[src/rtl/racwt_pkg.sv]
`default_nettype none
package racwt_pkg;

  localparam int ID_W      = 16;
  localparam int ACK_BITS  = 16;
  localparam int BIT_IDX_W = $clog2(ACK_BITS);

  typedef logic [ID_W-1:0]     id_t;
  typedef logic [ACK_BITS-1:0] ack_bits_t;

  // control from the sequencer to the ack builder
  typedef struct packed {
    logic clear;
    logic max_en;
    logic bits_en;
    logic tap_vld;
  } scan_ctl_t;

endpackage
`default_nettype wire

[src/rtl/racwt_cell.sv]
`default_nettype none
module racwt_cell
  import racwt_pkg::*;
(
  input  wire logic clk,
  input  wire logic shift_en,
  input  wire id_t  din,
  input  wire id_t  probe,
  output id_t       q,
  output logic      hit
);

  id_t id_r;

  always_ff @(posedge clk) begin
    if (shift_en) begin
      id_r <= din;
    end
  end

  assign q   = id_r;
  assign hit = (id_r == probe);

endmodule
`default_nettype wire

[config.mk]
export PLATFORM = sky130hd
export DESIGN_NAME = racwt_cell
export DESIGN_NICKNAME = d
export VERILOG_FILES = /design/src/rtl/racwt_pkg.sv /design/src/rtl/racwt_cell.sv
export SDC_FILE = /design/constraint.sdc
export NUM_CORES = 1
export LEC_CHECK = 0
export BUFFER_PORTS_ARGS = -buffer_cell sky130_fd_sc_hd__buf_2
export CORE_MARGIN = 8
export CORE_UTILIZATION = 40
export CTS_CLUSTER_SIZE = 20
export DETAILED_ROUTE_END_ITERATION = 7
export GPL_ROUTABILITY_DRIVEN = 0
export PLACE_DENSITY = 0.83
export SYNTH_ARGS = -nofsm -noshare
export SYNTH_HDL_FRONTEND = slang
export SYNTH_SLANG_ARGS = --single-unit
[constraint.sdc]
create_clock -name clk -period 2.6 [get_ports clk]
set_input_delay 0.26 -clock clk [delete_from_list [all_inputs] [get_ports clk]]
set_output_delay 0.26 -clock clk [all_outputs]
set_load 0.1 [all_outputs]
**Word-level counts from Yosys, hierarchy flattened**

Index checks and enable logic that the tools add are counted.

- Equal/unequal tests: 1

Operators with widths:

| cell | number |
|---|---|
| 16-bit == test | 1 |

- Output and inout bits: 17
- Word-level logic and storage cells: 2
- Input port bits: 34
- Register bits: 16

**Depth between registers and ports, before layout**

- Depth in word-level cells: 1
- Mapped depth: 3
- Gate-level depth less buffers: 3

**Worst setup path after synthesis**

Ideal clock, no wire load.

- Path kind: register to output
- Start: reg id_r[10], in the netlist q[10]
- End: out hit
- Data arrival time: 3.028 ns
- Stages on the path, launching flop included: 4
- Path slack: -0.688 ns
- Required time: 2.340 ns
- Path buffers: 0
- Cell sequence: edfxtp_1 -> xnor2_1 -> nand4_1 -> nor4_2

- Cells in the longest elaborated chain, start to end: 1

RTL lines:

| item | line | source |
|---|---|---|
| start, declared | racwt_cell.sv:13 | `id_t id_r;` |
| start signal, assigned | racwt_cell.sv:17 | `id_r <= din;` |
| 16-bit == test | racwt_cell.sv:22 | `assign hit = (id_r == probe);` |
| end, declared | racwt_cell.sv:10 | `output logic hit` |

Every way passes these cells.

**Worst setup path in the final report**

- Start: reg id_r[8], in the netlist q[8]
- End: out hit

Same word-level chain as after synthesis.

==> impl_metrics.toml <==
[clock_network]
cts_tree = "built"
cts_made_buffers = 3
htree_levels = 1
clk_pin_slew_ns = 0.08
cts_sinks = 16
cts_setup_buffers = 0
clockRootBuffer = "clkbuf_4"
cts_hold_buf = 0
cts_resized = 0
clockBufferDepth = 2

[pwr]
power.leakage_nw = 0.417
ir_drop_mv = 0.470
power_w = 0.000674
power_density_nw_per_um2 = 702

[route]
drt_first_pass_iters = 2
wl_mm = 1.65
wl_per_cell_microns = 15.5
drtAntennaViolNets = 0
first_iter_violations = 9
num_vias = 503
drc = 0
vias_per_cell = 4.75

[yosys]
synth.distinct_cells = 4
synth_top_family_by_area = "XOR/XNOR gates"
synth.mux.area_fraction_pct = 0
synth_area_leaders = "edfxtp_1, xnor2_1, nand4_1"
synth_simple_gate_area_share_pct = 5.70
syn_inst = 37
avgSynthCellArea_sq_um = 17.8
ys_seq_area_share_pct = 73.0
synthXorXnorAreaFrac_pct = 21.3
async_flop_share_pct = 0
synth_ff_type = "edfxtp_1"
yosysWarnings = 0
yosysTopAreaCell = "edfxtp_1"
synth_fa_ha_area_share_pct = 0
synth_seq_cells = 16
syn-num-nets = 71
synth_area_sq_um = 658
netlist.area_leader.share_pct = 73.0
synth_edf_count = 16
synth_compound_area_share_pct = 0
synth_top_cells_by_count = "edfxtp_1, xnor2_1, nand4_1"

[timing]
max_freq_mhz = 489
rsz0062_at_grt = "false"
timing.slew.headroom_pct = 67.1
setup-tns-final_ns = 0
finalSetupViolCount = 0
hold_slack_ns = 0.144
period_needed_ns = 2.04
drv_slew = 0
finalHoldViolations = 0
fin_crit_sh_pct = 78.6
worst_pin_slew_ns = 0.496

[hold_path]
min_path_type = "input pin to register"

[worst_setup_path]
crit_arrival_ns = 1.78
crit_chain = "xnor2_1, nand4_1, nor4_4, buf_2"
cp_max_fo = 2
setup.worst_path.start_class = "register"
worstSetupPathType = "register to output port"
required_ns = 2.34
crit_path_end_kind = "output port"
critPathMaxStageDelay_ns = 0.46
crit_family = "buffers and inverters"
worst-path-buf-inv = 1
critical_path.slowest_cell = "buf_2"

[place]
dp.cells = 103
hpwl_mm = 1.44
port_buffers = 50

[cells_and_area]
utilization_pct = 63.0
drive_above_1_share_pct = 60.0
area_growth_pct = 45.8
instances_no_fill = 106
num_antenna_cells = 0
nets = 126
largest_reg_flops = 16

[run_status]
outcome = "finished, final reports clean"

[floorplan]
die_area_sq_um = 3200
start_util_pct = 43.2
coreArea_sq_um = 1520
die_width_microns = 56.6
die_h_microns = 56.6
io_pins = 51
num_rows = 14

[grt]
grt_pass1_vias = 628
grt_pass1_wl_mm = 2.72
track_usage_pct = 10.8
grt_remaining_overflow = 0
grt_max_degree = 17
antenna_found_initial = 0

[job]
cap_violations = 0
[cell families (layout without fill, tap and decap cells)]
group / count (synthesis) / in the layout
xor+xnor: 16 / 16
flops: 16 / 16
simple gates: 5 / 5
buf+inv: 0 / 53
[final timing paths]
check | start | to | slack (ns) | depth (start not counted)
max | q[8] | hit | 0.56 | 4
min | din[1] | q[1] | 0.14 | 1
[metrics by stage]
stage	cell area, sq um	setup WS (ns)
CTS	960	0.533
detailed placement	937	0.857
global route	960	0.461
global placement	937	0.883
floorplan	667	-0.0748
finish	960	0.557
[layer usage]
metal / up-vias / routed length, microns / global-route usage, %
li1: 246 / - / -
met1: 223 / 524 / 9.28
met2: 30 / 861 / 18.2
met3: 4 / 225 / 7.19
met4: 0 / 34 / 6.19
met5: - / 0 / 0
[placed cells by master (no fill, tap or decap)]
master,n
clkbuf_4,3
nand4_1,4
buf_2,50
edfxtp_1,16
xnor2_1,16
nor4_4,1
[layout make-up]
type                    instances  area (sq um)
fillers                       130           564
flip-flops and latches         16           480
repair buffers                 50           250
multi-input cells              21           186
clock buffers                   3          22.5
well taps                      16          20.0
[report_power, final]
group	switching, W	internal, W	total (W)
Clock	0.0000717	0.0000539	0.000126
Sequential	0.0000124	0.000307	0.000320
Combinational	0.000178	0.0000513	0.000229
Power figures use the tool's default switching activity.
