### src/rtl/racwt_pkg.sv
`default_nettype none
package racwt_pkg;

  localparam int ID_W      = 16;
  localparam int ACK_BITS  = 16;
  localparam int BIT_IDX_W = $clog2(ACK_BITS);

  typedef logic [ID_W-1:0]     id_t;
  typedef logic [ACK_BITS-1:0] ack_bits_t;

  // control from the sequencer to the ack builder
  typedef struct packed {
    logic clear;
    logic max_en;
    logic bits_en;
    logic tap_vld;
  } scan_ctl_t;

endpackage
`default_nettype wire

### src/rtl/racwt_scan.sv
`default_nettype none
module racwt_scan
  import racwt_pkg::*;
(
  input  wire logic      clk,
  input  wire logic      rst_n,
  input  wire scan_ctl_t ctl,
  input  wire id_t       tap,
  output id_t            ack_id,
  output ack_bits_t      ack_bits
);

  id_t       top_r;
  ack_bits_t bits_r;
  id_t       gap;
  logic      below;

  // distance below the ack, minus one
  assign below = (tap < top_r);
  assign gap   = top_r - tap - id_t'(1);

  always_ff @(posedge clk) begin
    if (!rst_n) begin
      top_r  <= '0;
      bits_r <= '0;
    end else if (ctl.clear) begin
      top_r  <= '0;
      bits_r <= '0;
    end else begin
      if (ctl.max_en && ctl.tap_vld && (tap > top_r)) begin
        top_r <= tap;
      end
      if (ctl.bits_en && ctl.tap_vld && below && (gap < id_t'(ACK_BITS))) begin
        bits_r[gap[BIT_IDX_W-1:0]] <= 1'b1;
      end
    end
  end

  assign ack_id   = top_r;
  assign ack_bits = bits_r;

endmodule
`default_nettype wire

### config.mk
export PLATFORM = sky130hd
export DESIGN_NAME = racwt_scan
export DESIGN_NICKNAME = d
export VERILOG_FILES = /design/src/rtl/racwt_pkg.sv /design/src/rtl/racwt_scan.sv
export SDC_FILE = /design/constraint.sdc
export NUM_CORES = 1
export LEC_CHECK = 0
export BUFFER_PORTS_ARGS = -buffer_cell sky130_fd_sc_hd__clkbuf_2
export CORE_AREA = 2 2 84 86
export DETAILED_ROUTE_END_ITERATION = 8
export DIE_AREA = 0 0 86 88
export PLACE_DENSITY = 0.69
export SKIP_CTS_REPAIR_TIMING = 1
export SLEW_MARGIN = 0
export SYNTH_ARGS = -nofsm -noshare
export SYNTH_HDL_FRONTEND = slang
export SYNTH_SLANG_ARGS = --single-unit
### constraint.sdc
create_clock -name clk -period 3.4 [get_ports clk]
set_clock_uncertainty 0.15 [all_clocks]
set_input_delay 0.34 -clock clk [delete_from_list [all_inputs] [get_ports clk]]
set_output_delay 0.34 -clock clk [all_outputs]
set_load 0.01 [all_outputs]
Word level (Yosys, flattened, before mapping)
Cells that the tools add are included.
{"block": "word_totals", "in_bits": 22, "register_bits": 32, "wordCells": 20, "out_inout_bits": 32}
{"block": "classes", "magnitude_cmp": 5, "muxes": 2, "bitwise_logic": 2, "addsub": 2, "reduce_logical": 7}
{"cell": "greater-than comparator 16 bit", "count": 1}
{"cell": "less-than comparator 16 bit", "count": 1}
{"cell": "less-than comparator 16 x 5 -> 1 bit (second input constant)", "count": 1}
{"cell": "OR 16 bit", "count": 1}
{"cell": "subtractor 16 x 1 -> 16 bit (second input constant)", "count": 1}
{"cell": "subtractor 16 bit", "count": 1}
{"cell": "logical AND 1 bit", "count": 6}
{"cell": "less-than comparator 4 x 5 -> 1 bit (second input constant)", "count": 1}
{"cell": "demux 1 bit (select 4 bit)", "count": 1}
{"cell": "greater-or-equal comparator 4 x 1 -> 1 bit (second input constant)", "count": 1}
{"cell": "OR reduction 2 bit", "count": 1}
{"cell": "two-way mux 1 bit", "count": 1}
{"cell": "inverter 1 bit", "count": 1}

Depth between registers and ports, before layout
{"block": "logic_depth", "word_depth": 7, "ltp_mapped": 12, "mapped_depth_nobuf": 10}

Worst setup path before layout
No wires, ideal clock.
{"block": "synth_path", "kind": "input -> register", "from": "input port tap[0]", "to": "register bits_r[0] (netlist: ack_bits[0])", "arrival_time_ns": 2.628, "setup_ns": 0.069, "path_slack_ns": 0.553, "n_path_buf": 1, "required_ns": 3.181, "stages": 11, "path_cell_list": "inv_1 -> ha_1 -> fa_1 -> a21o_1 -> nand4_1 -> a21oi_2 -> or3_4 -> a2111oi_4 -> buf_6 -> nand4_1 -> o21ai_1"}
{"block": "synth_between", "elab_chain_cells": 7, "word_cells_on_any_way": 12, "cone_classes": "2 x add/sub; 4 x order compare; 2 x mux; 1 x bitwise; 3 x reduce/logical"}
{"element": "from (decl)", "line_no": "racwt_scan.sv:8", "source": "input wire id_t tap,"}
{"element": "subtractor 16 bit", "line_no": "racwt_scan.sv:20", "source": "assign gap = top_r - tap - id_t'(1);"}
{"element": "subtractor 16 x 1 -> 16 bit", "line_no": "racwt_scan.sv:20"}
{"element": "less-than comparator 4 x 5 -> 1 bit (not written as such) or greater-or-equal comparator 4 x 1 -> 1 bit (tied branches)", "line_no": "racwt_scan.sv:34", "source": "bits_r[gap[BIT_IDX_W-1:0]] <= 1'b1;"}
{"element": "logical AND 1 bit (not written as such)", "line_no": "racwt_scan.sv:34"}
{"element": "two-way mux 1 bit (not written as such)", "line_no": "racwt_scan.sv:34"}
{"element": "demux 1 bit (select 4 bit)", "line_no": "racwt_scan.sv:34"}
{"element": "OR 16 bit (no source line)"}
{"element": "to (signal assigned)", "line_no": "racwt_scan.sv:25", "source": "bits_r <= '0;"}
{"element": "to (signal assigned)", "line_no": "racwt_scan.sv:28", "source": "bits_r <= '0;"}
{"element": "to (signal, indexed assignment)", "line_no": "racwt_scan.sv:34"}
{"element": "to (decl)", "line_no": "racwt_scan.sv:14", "source": "ack_bits_t bits_r;"}
Several ways; a longest one is shown, not always the timed one.
A chain may end at the register's enable or synchronous reset.

Worst setup path in the final report
{"block": "layout_path", "from": "register top_r[7] (netlist: ack_id[7])", "to": "register top_r[12] (netlist: ack_id[12])"}
{"block": "layout_between", "elab_chain_cells": 2}
{"element": "from (decl)", "line_no": "racwt_scan.sv:13", "source": "id_t top_r;"}
{"element": "from (signal assigned)", "line_no": "racwt_scan.sv:31", "source": "top_r <= tap;"}
{"element": "greater-than comparator 16 bit", "line_no": "racwt_scan.sv:30", "source": "if (ctl.max_en && ctl.tap_vld && (tap > top_r)) begin"}
{"element": "logical AND 1 bit", "line_no": "racwt_scan.sv:30"}
Every way passes these cells.

==> impl_metrics.yaml <==
placement:
  gp_congestion: 0.888
  pre_cts_ws_ps: 208
  dpl.cell_count: 492
  port_buffers: 53
  dp_hpwl_mm: 5.02
floorplan:
  start_util_pct: 44.3
  core_area_um2: 6640
  pin_count: 54
  die_h_um: 88
  die_x_um: 86
  dieArea_um2: 7570
  row_count: 30
clocking:
  clock_latency_ps: 300
  clock-sinks: 32
  ctsHtreeMaxLevel: 2
  clk_path_buf_depth: 2
  path_clk_slew_ps: 80
  cts_buffers: 5
  root_buffer: "clkbuf_8"
  cts_tree: "yes"
synth:
  ys_types: 59
  netlist_area_um2: 2940
  synth_area_leaders: "dfxtp_1 22%, ha_1 13%, mux2i_1 5.8%"
  yosysSeqAreaShare_pct: 21.8
  synth_top_area_share_pct: 21.8
  synthFlopType: "dfxtp_1"
  syn_avg_cell_area_um2: 7.93
  synth.largest_area_cell: "dfxtp_1"
  async_reset_ff_share_pct: 0
  ys_warn_count: 0
  yosys_register_bits: 32
  synth_nets: 425
  synth_edf_count: 0
  synthCells: 371
worst_setup_path:
  cp.arrival_ps: 3010
  cp.required_ps: 3400
  timing.critical_path.fanout_max: 16
  critPathKind: "reg2reg"
  crit_path_end_kind: "flop"
  start_kind: "flop"
sta:
  finalCritPeriodShare_pct: 88.3
  finalSetupTns_ps: 0
  finalWorstSetupSlack_ps: 396
  setup_viol: 0
  rsz0062_at_grt: "no"
  max-slew-margin-rel_pct: 18.1
  period_minus_slack_ps: 3000
  timing.fmax_mhz: 333
  finalHoldViolCount: 0
  drv_slew: 0
  tightest_slew_ps: 1230
power:
  p_switching_mw: 0.291
  leakage_nw: 1.50
  p_per_area_nw_per_um2: 292
  p_sw_share_pct: 30.1
  seq_power_share_pct: 39.5
  p_int_mw: 0.676
  clock_power_share_pct: 38.6
  ir_drop_mv: 0.165
  p_comb_share_pct: 21.9
  power.total_mw: 0.967
detailed_routing:
  drtIter0Drc: 120
  vias: 2814
  drcViolationCount: 0
  routedWlPerCell_um: 13.1
  viasPerCell: 5.62
  drtPass1Iterations: 4
  ant_nets: 0
  routed_wirelength_mm: 6.58
global_routing:
  grt_max_degree: 18
  grt_antenna_before_repair: 0
  first_global_vias: 2480
  grt_pass1_wl_mm: 11.0
  grtUsageTotal_pct: 17.9
  overflow: 0
layout:
  synthToLayoutAreaGrowth_pct: 12.4
  antenna_cells: 0
  final_util_pct: 49.8
  drive_gt1_share_pct: 20.0
  layout.nets: 474
  instances_no_fill: 501
  multi_input_area_um2: 1990
  fillers: 671
  seq_area_um2: 641
run:
  drv_cap: 0
min_path:
  hold_path.class: "in2reg"
outcome:
  status: "completed"
[cell usage after synthesis (3+ instances only)]
cell,instances
nand3_1,20
and3_1,4
and2_1,5
buf_6,7
mux2i_1,17
o21ai_1,13
dfxtp_1,32
o21ai_0,16
a21oi_1,20
nor2b_1,6
xor2_1,3
o21bai_1,3
clkbuf_8,3
o211ai_1,5
a21o_1,4
a221oi_1,16
clkbuf_1,3
ha_1,31
nor2_1,25
inv_1,37
nand2_1,35
nand4_1,21
[worst max-delay path, cell delays in order (launching register included)]
cell and delay [ps]:
dfxtp_1 340, ha_1 410, a21oi_1 200, o21ai_0 120, a31oi_1 180, o21ai_0 130, o21ai_2 980, mux2i_1 280
nor2_1 60
[logic make-up (layout without fill, tap and decap cells)]
logic type                 after synthesis  in the layout  synth area share, %
adders and majority gates               32             32                 13.9
DFF                                     32             32                 21.8
and+or+nand+nor                        129            129                 22.4
xor gates and xnor gates                 5              5                 1.49
buffers and inverters                   57            107                 10.7
muxes                                   17             17                 5.78
AOI/OAI and AO/OA                       99             99                 24.0
[stage by stage]
step                      instance area (µm²)  hold slack, ps
after floorplan                          2940             320
after global placement                   3190             283
after detailed placement                 3190             290
after CTS                                3300             151
after global routing                     3310             176
final                                    3310             159
[layout by cell type, fill, tap and decap left out, types with 3 or more instances in the layout]
| cell type | n |
|---|---|
| a21o_1 | 4 |
| a21oi_1 | 20 |
| a221oi_1 | 16 |
| and2_1 | 5 |
| and3_1 | 4 |
| buf_4 | 9 |
| clkbuf_2 | 53 |
| clkbuf_8 | 5 |
| dfxtp_1 | 32 |
| ha_1 | 31 |
| inv_1 | 37 |
| mux2i_1 | 17 |
| nand2_1 | 35 |
| nand3_1 | 20 |
| nand4_1 | 21 |
| nor2_1 | 25 |
| nor2b_1 | 6 |
| o211ai_1 | 5 |
| o21ai_0 | 16 |
| o21ai_1 | 13 |
| o21bai_1 | 3 |
| xor2_1 | 3 |
[metal layers]
metal	part of all wire [%]	track usage, %	vias up
li1	-	-	1439
met4	1.5	5.48	0
met2	47	30.6	92
met1	46	23.0	1272
met5	0	0	-
met3	5.4	3.30	11
[path summary, 6_finish.rpt]
check                                 start           to  slack, ps  cells after the start
worst max-delay path              ack_id[7]   ack_id[12]        400                      8
worst min-delay path                 tap[2]    ack_id[2]        160                      3
worst max register to register    ack_id[7]   ack_id[12]        400                      8
worst min register to register  ack_bits[1]  ack_bits[1]        290                      2
[area by class of cell]
type	count	share of cell area (%)
timing repair buffer	62	10.1
clock buffer	6	2.19
clock inverter	2	1.06
inverter	37	4.20
tap	80	3.03
multi-input combinational	282	60.1
sequential	32	19.4
[power groups by stage]
stage / sequential [mW] / combinational [mW] / clock (mW)
after floorplan: 0.392 / 0.163 / 0
after global placement: 0.391 / 0.206 / 0
after detailed placement: 0.391 / 0.209 / 0
after CTS: 0.382 / 0.210 / 0.385
after global routing: 0.383 / 0.236 / 0.397
final: 0.382 / 0.212 / 0.373
[state kept, by name, indices dropped and copies added, names as in the netlist]
| name | flops |
|---|---|
| ack_bits | 16 |
| ack_id | 16 |
(Power assumes the default switching activity.)
